<file path="config.mk">
export PLATFORM = sky130hd
export DESIGN_NAME = deadline_timer_queue
export DESIGN_NICKNAME = d
export VERILOG_FILES = /design/src/sv/dtq_pkg.sv /design/src/sv/deadline_timer_queue.sv /design/src/sv/dtq_ram.sv /design/src/sv/dtq_alu.sv
export SDC_FILE = /design/constraint.sdc
export NUM_CORES = 2
export LEC_CHECK = 0
export BUFFER_PORTS_ARGS = -buffer_cell sky130_fd_sc_hd__buf_2
export CAP_MARGIN = 20
export CORE_MARGIN = 2
export CORE_UTILIZATION = 40
export CTS_BUF_LIST = sky130_fd_sc_hd__clkbuf_8
export DETAILED_ROUTE_END_ITERATION = 6
export GPL_TIMING_DRIVEN = 0
export PLACE_DENSITY_LB_ADDON = 0.08
export RECOVER_POWER = 100
export SLEW_MARGIN = 20
export SYNTH_ARGS = -nofsm -noshare
export SYNTH_HDL_FRONTEND = slang
export SYNTH_SLANG_ARGS = --single-unit
</file>
<file path="constraint.sdc">
create_clock -name i_clk -period 8 [get_ports i_clk]
set_input_delay 0.4 -clock i_clk [delete_from_list [all_inputs] [get_ports i_clk]]
set_output_delay 0.4 -clock i_clk [all_outputs]
set_load 0.02 [all_outputs]
</file>
<file path="src/sv/dtq_pkg.sv">
// Shared types and constants for the deadline timer queue.
package dtq_pkg;

    localparam int TIME_W    = 48;
    localparam int TAG_W     = 16;
    localparam int ARG_W     = 32;
    localparam int ENTRY_W   = TIME_W + TAG_W;
    localparam int STATUS_W  = 2;
    localparam int MAX_RESULTS = 32;
    localparam int K_W       = $clog2(MAX_RESULTS + 1);

    localparam logic [TIME_W-1:0] TIME_MAX = {TIME_W{1'b1}};

    // Result status codes
    localparam logic [STATUS_W-1:0] ST_SCHEDULED = 2'd0;
    localparam logic [STATUS_W-1:0] ST_DROPPED   = 2'd1;
    localparam logic [STATUS_W-1:0] ST_FIRED     = 2'd2;
    localparam logic [STATUS_W-1:0] ST_NONE      = 2'd3;

    // Input kind codes
    localparam logic FUNC_SCHEDULE = 1'b0;
    localparam logic FUNC_ADVANCE  = 1'b1;

    // Sequencer states
    typedef enum logic [6:0] {
        S_IDLE    = 7'b0000001,
        S_ADD     = 7'b0000010,
        S_INS_RD  = 7'b0000100,
        S_INS_CMP = 7'b0001000,
        S_ADV_RD  = 7'b0010000,
        S_ADV_CMP = 7'b0100000,
        S_EMIT    = 7'b1000000
    } t_state;

    // One queue entry as stored in the RAM
    typedef struct packed {
        logic [TIME_W-1:0] deadline;
        logic [TAG_W-1:0]  tag;
    } t_entry;

endpackage

</file>
<file path="src/sv/deadline_timer_queue.sv">
// Schedule: the sum is formed in S_ADD; a full queue drops the item, else S_INS_RD and S_INS_CMP
// alternate per entry shifted up until the new entry is placed, then one SCHEDULED beat follows.
// Advance: a zero step gives one NONE beat; else entries are read and compared from the front, and
// those strictly past due are popped until a not-due entry ends the scan; each fired result is its own beat.
// One item at a time; output stalls hold the sequencer.
// Reset (i_rst_n low, synchronous) clears time, occupancy and sequencer; RAM is not swept.
module deadline_timer_queue #(
    parameter int QUEUE_DEPTH = 32
) (
    input  logic        i_clk,
    input  logic        i_rst_n,
    // Input stream
    input  logic        i_s_tvalid,
    output logic        o_s_tready,
    input  logic [79:0] i_s_tdata,   // delay[31:0], tag[47:32], step[79:48]
    input  logic        i_s_tuser,   // func
    // Result stream
    output logic        o_m_tvalid,
    input  logic        i_m_tready,
    output logic [71:0] o_m_tdata,   // status[1:0], fired_tag[17:2], fired_deadline[65:18], zero
    output logic        o_m_tlast
);

    localparam int AW = (QUEUE_DEPTH > 1) ? $clog2(QUEUE_DEPTH) : 1;
    localparam int SW = AW + 1;
    localparam int CW = $clog2(QUEUE_DEPTH + 1);
    localparam int TW = dtq_pkg::TIME_W;
    localparam int GW = dtq_pkg::TAG_W;
    localparam int XW = dtq_pkg::ARG_W;
    localparam int EW = dtq_pkg::ENTRY_W;
    localparam int QW = dtq_pkg::STATUS_W;
    localparam int KW = dtq_pkg::K_W;

    // Wrap a sum of pointer and offset back into the ring
    function automatic logic [AW-1:0] wrap_idx(input logic [SW-1:0] s);
        logic [SW-1:0] t;
        t = (s >= SW'(QUEUE_DEPTH)) ? (s - SW'(QUEUE_DEPTH)) : s;
        return t[AW-1:0];
    endfunction

    dtq_pkg::t_state r_state, r_ret;

    // Latched input item
    logic          r_func;
    logic [XW-1:0] r_delay;
    logic [GW-1:0] r_tag;
    logic [XW-1:0] r_step;

    // Time, ring pointers and work registers
    logic [TW-1:0]            r_time;
    logic [TW-1:0]            r_sum;
    logic [AW-1:0]            r_head;
    logic [CW-1:0]            r_count;
    logic [CW-1:0]            r_pos;
    logic [KW-1:0]            r_k;

    // Fired entry waiting to learn whether it is the last beat
    logic          r_pend_valid;
    logic [GW-1:0] r_pend_tag;
    logic [TW-1:0] r_pend_dl;

    // Result staged for the output register
    logic [QW-1:0] r_res_status;
    logic [GW-1:0] r_res_tag;
    logic [TW-1:0] r_res_dl;
    logic          r_res_last;

    // Output register
    logic          r_out_valid;
    logic [QW-1:0] r_out_status;
    logic [GW-1:0] r_out_tag;
    logic [TW-1:0] r_out_dl;
    logic          r_out_last;

    logic                 w_out_free;
    logic [AW-1:0]        w_pos_addr;
    logic [AW-1:0]        w_prev_addr;
    logic [AW-1:0]        w_head_next;
    logic                 w_ram_we;
    logic [AW-1:0]        w_ram_raddr;
    dtq_pkg::t_entry      w_ram_wdata;
    logic [EW-1:0]        w_ram_rdata;
    dtq_pkg::t_entry      w_rd;
    logic [TW-1:0]        w_alu_a, w_alu_b, w_sum;
    logic                 w_lt;
    logic                 w_room;

    assign w_out_free  = !r_out_valid || i_m_tready;
    assign w_pos_addr  = wrap_idx({1'b0, r_head} + {1'b0, r_pos[AW-1:0]});
    assign w_prev_addr = wrap_idx({1'b0, r_head} + {1'b0, AW'(r_pos - 1'b1)});
    assign w_head_next = wrap_idx({1'b0, r_head} + SW'(1));
    assign w_rd        = dtq_pkg::t_entry'(w_ram_rdata);
    assign w_room      = (r_count != '0) && (r_k < KW'(dtq_pkg::MAX_RESULTS));

    assign o_s_tready  = (r_state == dtq_pkg::S_IDLE);

    // Route operands to the shared add/compare unit
    always_comb begin
        unique case (r_state)
            dtq_pkg::S_ADD: begin
                w_alu_a = r_time;
                w_alu_b = {{(TW-XW){1'b0}}, (r_func == dtq_pkg::FUNC_ADVANCE) ? r_step : r_delay};
            end
            dtq_pkg::S_INS_CMP: begin
                w_alu_a = r_sum;
                w_alu_b = w_rd.deadline;
            end
            default: begin
                w_alu_a = w_rd.deadline;
                w_alu_b = r_time;
            end
        endcase
    end

    dtq_alu u_alu (
        .i_a   (w_alu_a),
        .i_b   (w_alu_b),
        .o_sum (w_sum),
        .o_lt  (w_lt)
    );

    // RAM write: shift an entry up, or place the new one
    always_comb begin
        w_ram_we    = 1'b0;
        w_ram_wdata = '{deadline: r_sum, tag: r_tag};
        w_ram_raddr = r_head;
        if (r_state == dtq_pkg::S_INS_RD) begin
            w_ram_raddr = w_prev_addr;
            w_ram_we    = (r_pos == '0);
        end else if (r_state == dtq_pkg::S_INS_CMP) begin
            w_ram_we = 1'b1;
            if (w_lt) begin
                w_ram_wdata = w_rd;
            end
        end
    end

    dtq_ram #(
        .WIDTH (EW),
        .DEPTH (QUEUE_DEPTH)
    ) u_ram (
        .i_clk   (i_clk),
        .i_we    (w_ram_we),
        .i_waddr (w_pos_addr),
        .i_wdata (w_ram_wdata),
        .i_raddr (w_ram_raddr),
        .o_rdata (w_ram_rdata)
    );

    // Sequencer
    always_ff @(posedge i_clk) begin
        if (!i_rst_n) begin
            r_state      <= dtq_pkg::S_IDLE;
            r_ret        <= dtq_pkg::S_IDLE;
            r_time       <= '0;
            r_head       <= '0;
            r_count      <= '0;
            r_pend_valid <= 1'b0;
        end else begin
            unique case (r_state)
                dtq_pkg::S_IDLE: begin
                    if (i_s_tvalid) begin
                        r_func  <= i_s_tuser;
                        r_delay <= i_s_tdata[31:0];
                        r_tag   <= i_s_tdata[47:32];
                        r_step  <= i_s_tdata[79:48];
                        r_state <= dtq_pkg::S_ADD;
                    end
                end
                dtq_pkg::S_ADD: begin
                    r_sum <= w_sum;
                    if (r_func == dtq_pkg::FUNC_ADVANCE) begin
                        if (r_step == '0) begin
                            r_res_status <= dtq_pkg::ST_NONE;
                            r_res_tag    <= '0;
                            r_res_dl     <= '0;
                            r_res_last   <= 1'b1;
                            r_ret        <= dtq_pkg::S_IDLE;
                            r_state      <= dtq_pkg::S_EMIT;
                        end else begin
                            r_time       <= w_sum;
                            r_k          <= '0;
                            r_pend_valid <= 1'b0;
                            r_state      <= dtq_pkg::S_ADV_RD;
                        end
                    end else if (r_count == CW'(QUEUE_DEPTH)) begin
                        r_res_status <= dtq_pkg::ST_DROPPED;
                        r_res_tag    <= '0;
                        r_res_dl     <= '0;
                        r_res_last   <= 1'b1;
                        r_ret        <= dtq_pkg::S_IDLE;
                        r_state      <= dtq_pkg::S_EMIT;
                    end else begin
                        r_pos   <= r_count;
                        r_state <= dtq_pkg::S_INS_RD;
                    end
                end
                dtq_pkg::S_INS_RD: begin
                    // At the front: the new entry lands here
                    if (r_pos == '0) begin
                        r_count      <= r_count + 1'b1;
                        r_res_status <= dtq_pkg::ST_SCHEDULED;
                        r_res_tag    <= '0;
                        r_res_dl     <= '0;
                        r_res_last   <= 1'b1;
                        r_ret        <= dtq_pkg::S_IDLE;
                        r_state      <= dtq_pkg::S_EMIT;
                    end else begin
                        r_state <= dtq_pkg::S_INS_CMP;
                    end
                end
                dtq_pkg::S_INS_CMP: begin
                    // Later deadline moves up one slot; otherwise insert behind it
                    if (w_lt) begin
                        r_pos   <= r_pos - 1'b1;
                        r_state <= dtq_pkg::S_INS_RD;
                    end else begin
                        r_count      <= r_count + 1'b1;
                        r_res_status <= dtq_pkg::ST_SCHEDULED;
                        r_res_tag    <= '0;
                        r_res_dl     <= '0;
                        r_res_last   <= 1'b1;
                        r_ret        <= dtq_pkg::S_IDLE;
                        r_state      <= dtq_pkg::S_EMIT;
                    end
                end
                dtq_pkg::S_ADV_RD: begin
                    if (w_room) begin
                        r_state <= dtq_pkg::S_ADV_CMP;
                    end else begin
                        r_res_status <= r_pend_valid ? dtq_pkg::ST_FIRED : dtq_pkg::ST_NONE;
                        r_res_tag    <= r_pend_valid ? r_pend_tag : '0;
                        r_res_dl     <= r_pend_valid ? r_pend_dl : '0;
                        r_res_last   <= 1'b1;
                        r_pend_valid <= 1'b0;
                        r_ret        <= dtq_pkg::S_IDLE;
                        r_state      <= dtq_pkg::S_EMIT;
                    end
                end
                dtq_pkg::S_ADV_CMP: begin
                    if (w_lt) begin
                        // Pop the front; release the previous fired entry as a non-last beat
                        r_head       <= w_head_next;
                        r_count      <= r_count - 1'b1;
                        r_k          <= r_k + 1'b1;
                        r_pend_valid <= 1'b1;
                        r_pend_tag   <= w_rd.tag;
                        r_pend_dl    <= w_rd.deadline;
                        if (r_pend_valid) begin
                            r_res_status <= dtq_pkg::ST_FIRED;
                            r_res_tag    <= r_pend_tag;
                            r_res_dl     <= r_pend_dl;
                            r_res_last   <= 1'b0;
                            r_ret        <= dtq_pkg::S_ADV_RD;
                            r_state      <= dtq_pkg::S_EMIT;
                        end else begin
                            r_state <= dtq_pkg::S_ADV_RD;
                        end
                    end else begin
                        r_res_status <= r_pend_valid ? dtq_pkg::ST_FIRED : dtq_pkg::ST_NONE;
                        r_res_tag    <= r_pend_valid ? r_pend_tag : '0;
                        r_res_dl     <= r_pend_valid ? r_pend_dl : '0;
                        r_res_last   <= 1'b1;
                        r_pend_valid <= 1'b0;
                        r_ret        <= dtq_pkg::S_IDLE;
                        r_state      <= dtq_pkg::S_EMIT;
                    end
                end
                dtq_pkg::S_EMIT: begin
                    if (w_out_free) begin
                        r_state <= r_ret;
                    end
                end
                default: begin
                    r_state <= dtq_pkg::S_IDLE;
                end
            endcase
        end
    end

    // Output register: load a staged result, drop it once taken
    always_ff @(posedge i_clk) begin
        if (!i_rst_n) begin
            r_out_valid <= 1'b0;
        end else if (r_state == dtq_pkg::S_EMIT && w_out_free) begin
            r_out_valid <= 1'b1;
        end else if (i_m_tready) begin
            r_out_valid <= 1'b0;
        end
    end

    always_ff @(posedge i_clk) begin
        if (r_state == dtq_pkg::S_EMIT && w_out_free) begin
            r_out_status <= r_res_status;
            r_out_tag    <= r_res_tag;
            r_out_dl     <= r_res_dl;
            r_out_last   <= r_res_last;
        end
    end

    assign o_m_tvalid = r_out_valid;
    assign o_m_tdata  = {6'b0, r_out_dl, r_out_tag, r_out_status};
    assign o_m_tlast  = r_out_last;

    // Occupancy never exceeds the ring size
    a_count_bound: assert property (@(posedge i_clk) disable iff (!i_rst_n)
        r_count <= CW'(QUEUE_DEPTH))
        else $error("queue occupancy above depth");

    // Insert work only runs with a free slot
    a_insert_room: assert property (@(posedge i_clk) disable iff (!i_rst_n)
        (r_state == dtq_pkg::S_INS_RD || r_state == dtq_pkg::S_INS_CMP)
            |-> (r_count < CW'(QUEUE_DEPTH)))
        else $error("insert started on a full queue");

    // No fired entry is left behind when the block goes idle
    a_idle_no_pend: assert property (@(posedge i_clk) disable iff (!i_rst_n)
        (r_state == dtq_pkg::S_IDLE) |-> !r_pend_valid)
        else $error("fired entry lost at end of item");

    // Only fired beats may be non-last
    a_last_nonfired: assert property (@(posedge i_clk) disable iff (!i_rst_n)
        (r_out_valid && r_out_status != dtq_pkg::ST_FIRED) |-> r_out_last)
        else $error("non-fired result without last");

endmodule

</file>
<file path="src/sv/dtq_ram.sv">
// Generic single-write, single-read RAM with registered read data.
module dtq_ram #(
    parameter int WIDTH = 64,
    parameter int DEPTH = 32
) (
    input  logic                     i_clk,
    input  logic                     i_we,
    input  logic [$clog2(DEPTH)-1:0] i_waddr,
    input  logic [WIDTH-1:0]         i_wdata,
    input  logic [$clog2(DEPTH)-1:0] i_raddr,
    output logic [WIDTH-1:0]         o_rdata
);

    logic [WIDTH-1:0] r_mem [DEPTH];
    logic [WIDTH-1:0] r_rdata;

    // Write port and registered read port
    always_ff @(posedge i_clk) begin
        if (i_we) begin
            r_mem[i_waddr] <= i_wdata;
        end
        r_rdata <= r_mem[i_raddr];
    end

    assign o_rdata = r_rdata;

endmodule

</file>
<file path="src/sv/dtq_alu.sv">
// Shared arithmetic unit: saturating 48-bit add and unsigned less-than.
module dtq_alu (
    input  logic [dtq_pkg::TIME_W-1:0] i_a,
    input  logic [dtq_pkg::TIME_W-1:0] i_b,
    output logic [dtq_pkg::TIME_W-1:0] o_sum,
    output logic                       o_lt
);

    logic [dtq_pkg::TIME_W:0] w_sum;

    // Add with carry out, clamp on overflow
    assign w_sum = {1'b0, i_a} + {1'b0, i_b};
    assign o_sum = w_sum[dtq_pkg::TIME_W] ? dtq_pkg::TIME_MAX : w_sum[dtq_pkg::TIME_W-1:0];

    // Strict unsigned compare
    assign o_lt = (i_a < i_b);

endmodule

</file>
# Word-level counts from Yosys, hierarchy flattened
# Memory sizes are Yosys's and may differ from the RTL's. A register that Yosys moved wholly into a read port is not among the register bits.
# Cells that the tools add are included.
# classes
bitwise	1
n_reduce_logical	25
eq_ne	22
mux	93
addsub	11
order_cmp	5
# ops
op	count
two-way mux 48 bit	10
one-hot mux 48 bit (5 select lines)	1
two-way mux 64 bit	3
one-hot mux 48 bit (2 select lines)	2
two-way mux 16 bit	9
two-way mux 7 bit	18
one-hot mux 16 bit (5 select lines)	1
two-way mux 6 bit	9
adder 48 x 48 -> 49 bit	1
one-hot mux 7 bit (7 select lines)	1
less-than comparator 48 bit	1
one-hot mux 7 bit (5 select lines)	1
logical NOT 32 bit	1
two-way mux 32 bit	1
one-hot mux 6 bit (2 select lines)	2
two-way mux 5 bit	4
two-way mux 1 bit	19
greater-or-equal comparator 6 bit, second input constant	3
one-hot mux 6 bit (3 select lines)	1
two-way mux 2 bit	8
inequality test 2 bit, second input constant	8
subtractor 5 x 1 -> 5 bit, second input constant	3
adder 5 x 5 -> 6 bit	2
adder 6 x 1 -> 6 bit, second input constant	2
31 further kinds	46
# word_totals
elab_cells	182
ram_bits	2048
out_inout_bits	75
mem_count	1
reg_bits	414
# mem_list
memory	depth	width	rd	rd_clocked_by_memory_dff	write_ports	line_no	rtl
u_ram.r_mem	32	64	1	1	1	dtq_ram.sv:14	logic [WIDTH-1:0] r_mem [DEPTH];

# Longest topological paths before layout
# depth
word_depth	6
mapped_depth	22

# By module
# From an unflattened synthesis, not the netlist that was laid out.
# hier_totals
cells_unflattened	5033
area_unflattened_um2	100112.3
# modules_own_cells
module	seq_area_each_um2	cells_each	n_inst	area_per_inst_um2
dtq_ram	62780.2	3096	1	78965.7
deadline_timer_queue	11581.1	1286	1	16854.9
dtq_alu	0.0	651	1	4291.6

# Least setup slack after synthesis
# OpenSTA, ideal clock, no wires.
# synth_path
kind	register -> register
start	reg r_state[1]
end	reg r_res_dl[0], enable pin
path_stages_with_launch	18
setup_ps	493
path_buffers	5
required_time_ps	7507
t_arrival_ps	6756
period_less_slack_ps	7248
slack_ps	752
path_cell_list	dfxtp_1 nor3_4 and4b_1 clkbuf_1 clkbuf_1 clkbuf_1 buf_1 a22oi_1 nand2_1 ha_1 clkbuf_1 nor4_1 nand4_1 a2111oi_2 nor4_4 nand2_1 o2111ai_2 nor2_1
# synth_between
elab_chain_cells	5
word_cells_on_any_way	16
cone_classes	1 x order compare; 11 x eq/ne; 2 x mux; 2 x reduce/logical
# synth_rtl
item	line_no	rtl
start: declaration	deadline_timer_queue.sv:41	dtq_pkg::t_state r_state, r_ret;
start signal: assignment	deadline_timer_queue.sv:153	r_state <= dtq_pkg::S_IDLE;
start signal: assignment	deadline_timer_queue.sv:167	r_state <= dtq_pkg::S_ADD;
start signal: assignment	deadline_timer_queue.sv:179	r_state <= dtq_pkg::S_EMIT;
== test 7 x 4 -> 1 bit or == test 7 x 2 -> 1 bit (tied branches)	deadline_timer_queue.sv:99, deadline_timer_queue.sv:160	
one-hot mux 48 bit (2 select lines)	deadline_timer_queue.sv:99	unique case (r_state)
less-than comparator 48 bit	dtq_alu.sv:16	assign o_lt = (i_a < i_b);
inequality test 3 bit (no source line) or inequality test 2 bit (tied branches)	--	
AND reduction 8 bit (no source line) (*)	--	
end signal: assignment	deadline_timer_queue.sv:233	r_res_dl <= r_pend_valid ? r_pend_dl : '0;
end signal: assignment	deadline_timer_queue.sv:252	r_res_dl <= r_pend_dl;
end signal: assignment	deadline_timer_queue.sv:262	r_res_dl <= r_pend_valid ? r_pend_dl : '0;
end: declaration	deadline_timer_queue.sv:65	logic [TW-1:0] r_res_dl;
# Every way passes the cells marked *; elsewhere a longest branch is shown, timed or not.
# A chain may end at the register's enable or synchronous reset.

# Final worst setup path
# layout_path
start	reg r_state[1]
end	mem u_ram.r_mem[21][7], data pin
# layout_between
elab_chain_cells	6
word_cells_on_any_way	9
cone_classes	1 x order compare; 3 x eq/ne; 5 x mux
# layout_rtl
item	line_no	rtl
== test 7 x 4 -> 1 bit or == test 7 x 2 -> 1 bit (tied branches)	deadline_timer_queue.sv:99, deadline_timer_queue.sv:130	
one-hot mux 48 bit (2 select lines)	deadline_timer_queue.sv:99	
less-than comparator 48 bit	dtq_alu.sv:16	
two-way mux 64 bit	deadline_timer_queue.sv:132	if (w_lt) begin
two-way mux 64 bit	deadline_timer_queue.sv:130	end else if (r_state == dtq_pkg::S_INS_CMP) begin
two-way mux 64 bit (*)	deadline_timer_queue.sv:127	if (r_state == dtq_pkg::S_INS_RD) begin
via u_ram.i_wdata[7]	dtq_ram.sv:9	input logic [WIDTH-1:0] i_wdata,
end: declaration	dtq_ram.sv:14	
# The timed path passes the listed nets; every way through them passes the cells marked *.

==> summary.md <==
| Metric | Value |
|---|---|
| Slowest library cell on the worst path | `o41ai_1` |
| Final setup viols | `0` |
| Max cap viols | `49` |
| P_leak | `40.06 nW` |
| First-pass GRT wire length | `approximately 460000 µm` |
| Largest net degree at the start of global routing | `between 50 and 60` |
| First-pass DRT Iterations | `5` |
| GRT overflow | `0` |
| RSZ-0062 raised after global routing | `yes` |
| Hold path start | `i_m_tready` |
| Starting Density | `0.4030` |
| Clock latency on the worst-skew pair | `roughly 1200 ps` |
| CTS clk-pin slew, worst paths | `roughly 60 ps` |
| DR vias/cell | `approximately 5.6` |
| Final min period | `between 7000 and 8000 ps` |
| Num rows | `roughly 180` |
| Number of warnings issued by yosys | `0` |
| Final Skew | `about 120 ps` |
| Pre-CTS setup slack | `-1082 ps` |
| Pwr Density | `219.4 nW/µm²` |
| Hold WC Path Type | `in2reg` |
| R2R depth | `21` |
| Area taken by multi-input logic gates | `~25000 µm²` |
| Layout area overhead | `15.71%` |
| Hold path depth | `5` |
| Share of layout cells above drive strength 1 | `0.1738` |
| WHS Endpoint | `r_state[6]` |
| Max-slew violation count | `between 700 and 800` |
| Initial antenna violation count | `31` |
| Synth area leader | `edfxtp_1` |
| Vias in the first global route | `60290` |
| Cts bufs inserted | `between 400 and 500` |
| Fraction of registers with async set or reset after synthesis | `0` |
| Setup crit end kind | `flop` |
| CTS H-tree lvls | `5` |
| ANT nets after route | `0` |
| Worst-margin pin slew | `approximately 3000 ps` |
| Via Count | `around 60000` |
| Setup bufs post-CTS | `0` |
| Gate power share | `0.021` |
| Die H | `approximately 510 µm` |
| Cells after Synth | `6235` |
| Max Fanout on Critical Path | `32` |
| Crit path arrival time | `8580 ps` |
| Seq/Total Area, Yosys | `0.7333` |
| I/O pin count | `between 150 and 200` |
| Mapped Area | `around 100000 µm²` |
| Wire length per cell | `approximately 30 µm` |
| Crit-path leading delay family | `buffers and inverters` |
| Fillers | `approximately 22000` |
| CTS Sinks | `about 2500` |
| CP peak stage delay | `~600 ps` |
| # DRC | `0` |
| Slew margin rel. | `-0.9524` |
| Hold_ws | `~140 ps` |
| Seq pwr share | `0.559` |
| Final Hold Fails | `0` |
| Net Switching | `about 0.0057 W` |
| Pwr Total | `approximately 0.026 W` |
| Prevailing post-synth register cell | `edfxtp_1` |
| GPL Wtd Cong | `0.9005` |
| Post-DP HPWL | `between 200000 and 250000 µm` |
| Post-route setup slack | `approximately 210 ps` |
| Area share of the largest cell type after synthesis | `0.7069` |
| Reg2reg end | `u_ram.r_mem[21][7]` |
| Core area | `251600 µm²` |
| TritonCTS clock tree | `done` |
| Reg2reg setup slack | `between 200 and 250 ps` |
| Seq. cell area | `74360 µm²` |
| GRT Total Usage | `0.2524` |
| WL final | `roughly 330000 µm` |
| Failing checks | `capacitance limit, slew limit` |
| Port bufs | `roughly 150` |
| Clock power share | `0.420` |
| Nets | `between 7000 and 8000` |
| Synth top area cells | `edfxtp_1 (71%), mux4_2 (8.9%), nand2_1 (4.6%), dfxtp_1 (2.6%), a311oi_1 (1.4%)` |
| Crit path buf inv count | `8` |
| Die extent in x | `507.5 µm` |
| Period utilization | `0.9742` |
| Internal power | `roughly 0.020 W` |
| Yosys cell types | `between 80 and 90` |
| Reg2reg start | `r_state[1]` |
| Synthesis-stage register bit count | `~2500` |
| Clk buf depth | `4` |
| Die Area | `between 200000 and 300000 µm²` |
| Post-synth EDFFs | `around 2400` |
| Outcome | `complete, but fails checks` |
| Peak VDD IR | `approximately 180 µV` |
| Synthesized area per cell | `about 16 µm²` |
| Clock root cell | `clkbuf_8` |
| CP Cell Sequence | `nor3_4, and4b_1, clkbuf_1, clkbuf_1, clkbuf_1, clkdlybuf4s15_2, a22oi_1, nand2_1, ha_1, buf_2, inv_1, a21oi_1, a21boi_0, o41ai_1, a31oi_1, nor4_4, and2_1, buf_2, buf_2, nand2_1, nand2_2` |
| WP data required | `around 9000 ps` |
| Max Freq | `approximately 130 MHz` |
| Net Sw Frac | `0.2202` |
| Startpoint types | `flop` |
| Starting DRT DRC Count | `roughly 7000` |
| Critical path class | `reg2reg` |
repair_timing:
| item | CTS | global route |
|---|---|---|
| gates resized for setup | 36 | 39 |
| hold buffers | 166 | 0 |
| endpoints found under the setup margin | 1909 | 1413 |
| hold endpoints to repair | 133 | 0 |
worst register-to-register path: cells and delay by family (launching register included):
kind            cells  cell delay, ps
simple gates        7            2190
buf+inv             8            3330
compound gates      5            1380
flops               1             370
fa+ha+maj           1             120
final cells by class:
cell class                      count  area share
Sequential cell                  2521      0.6338
Timing Repair Buffer              483     0.02932
Antenna cell                       17   0.0003626
Clock buffer                      464     0.05443
Tap cell                         3348     0.03570
Multi-Input combinational cell   3250      0.2157
Inverter                           87    0.002783
Clock inverter                    326     0.01285
Buffer                            382     0.01504
cells in the mapped netlist (4+ instances only):
cell type	number
a211oi_1	6
a21o_1	64
a21oi_1	93
a221o_1	33
a22o_1	15
a22oi_1	50
a311oi_1	162
a31o_1	6
a31o_2	6
a31oi_1	61
and2_1	14
and3_1	104
buf_1	36
buf_2	114
buf_4	38
clkbuf_1	191
dfxtp_1	134
edfxtp_1	2387
fa_1	4
ha_1	112
inv_1	82
inv_2	4
mux2_2	5
mux2i_1	40
mux4_2	402
nand2_1	1232
nand2b_1	39
nand3_1	195
nand4_1	15
nor2_1	202
nor2b_1	80
nor3_1	12
nor4_1	20
o211ai_1	8
o21a_1	6
o21ai_0	51
o21ai_1	22
o21bai_1	19
o311ai_1	5
o31a_1	34
or3_1	6
xnor2_1	44
xor2_1	25
registers in the layout, summed over array words and instances, names as in the netlist, 2 cells and up:
| signal | cells |
|---|---|
| u_ram.r_mem | 2048 |
| u_ram.o_rdata | 64 |
| r_out_dl | 48 |
| r_pend_dl | 48 |
| r_res_dl | 48 |
| r_sum | 48 |
| r_time | 48 |
| r_delay | 32 |
| r_step | 32 |
| r_out_tag | 16 |
| r_pend_tag | 16 |
| r_res_tag | 16 |
| r_tag | 16 |
| r_state | 7 |
| r_count | 6 |
| r_k | 6 |
| r_pos | 6 |
| r_head | 5 |
| r_out_status | 2 |
| r_res_status | 2 |
| r_ret | 2 |
logic make-up after synthesis:
family | synth area share
compound gates | 0.04896
xor+xnor | 0.005960
fa+ha+maj | 0.01461
buf+inv | 0.02036
flops | 0.7333
mux | 0.09412
other cells | 0.00003698
simple gates | 0.08261
worst max-delay path by stage:
stage / startpoint / to / slack, ps / cells past startpoint
after CTS: r_state[1] / u_ram.r_mem[4][19] / 5 / 19
after detailed placement: r_state[1] / u_ram.r_mem[30][19] / -1080 / 19
after global routing: r_state[1] / u_ram.r_mem[21][7] / -9 / 21
after global placement: r_state[1] / r_res_tag[14] / -4790 / 17
after floorplan: r_state[1] / r_res_dl[0] / 750 / 17
final: r_state[1] / u_ram.r_mem[21][7] / 210 / 21
power groups by stage:
| stage | Sequential (W) | Clock, W | Combinational, W |
|---|---|---|---|
| CTS | 0.0144 | 0.0110 | 0.000539 |
| finish | 0.0144 | 0.0108 | 0.000539 |
| detailed placement | 0.0147 | 0 | 0.000473 |
| global route | 0.0144 | 0.0116 | 0.000584 |
| floorplan | 0.0147 | 0 | 0.000277 |
| global placement | 0.0147 | 0 | 0.000450 |
cells in the final DEF (no fill, tap or decap), drive strengths merged, types with 41 or more instances in the layout:
| cell | instances |
|---|---|
| nor2 | 202 |
| xnor2 | 44 |
| edfxtp | 2387 |
| mux2i | 41 |
| a22oi | 50 |
| dlygate4sd3 | 166 |
| nor2b | 80 |
| inv | 263 |
| ha | 112 |
| buf | 283 |
| o21ai | 74 |
| a21o | 64 |
| dfxtp | 134 |
| clkinv | 136 |
| nand2 | 1232 |
| clkbuf | 878 |
| a31oi | 61 |
| a311oi | 163 |
| mux4 | 402 |
| nand3 | 195 |
| and3 | 104 |
| a21oi | 94 |
stage by stage:
| step | TNS [ps] | utilization | instances | area (µm²) |
|---|---|---|---|---|
| after global routing | -10.21 | 0.4662 | 10870 | 117300 |
| final | 0 | 0.4663 | 10880 | 117300 |
| after detailed placement | -842510 | 0.4389 | 9903 | 110400 |
| after CTS | 0 | 0.4773 | 10860 | 120100 |
| after floorplan | 0 | - | 6240 | 101400 |
| after global placement | -4347990 | 0.4227 | 9741 | 106400 |
routing by layer:
metal / track usage / share of wire / vias to the layer above / routed length [µm]
met5: 0 / 0.00014 / - / 47
met4: 0.07143 / 0.030 / 8 / 9970
met3: 0.04583 / 0.080 / 481 / 26450
met2: 0.4021 / 0.47 / 2515 / 153200
met1: 0.3560 / 0.42 / 31460 / 139500
li1: - / - / 26020 / -
Power figures use the tool's default switching activity.
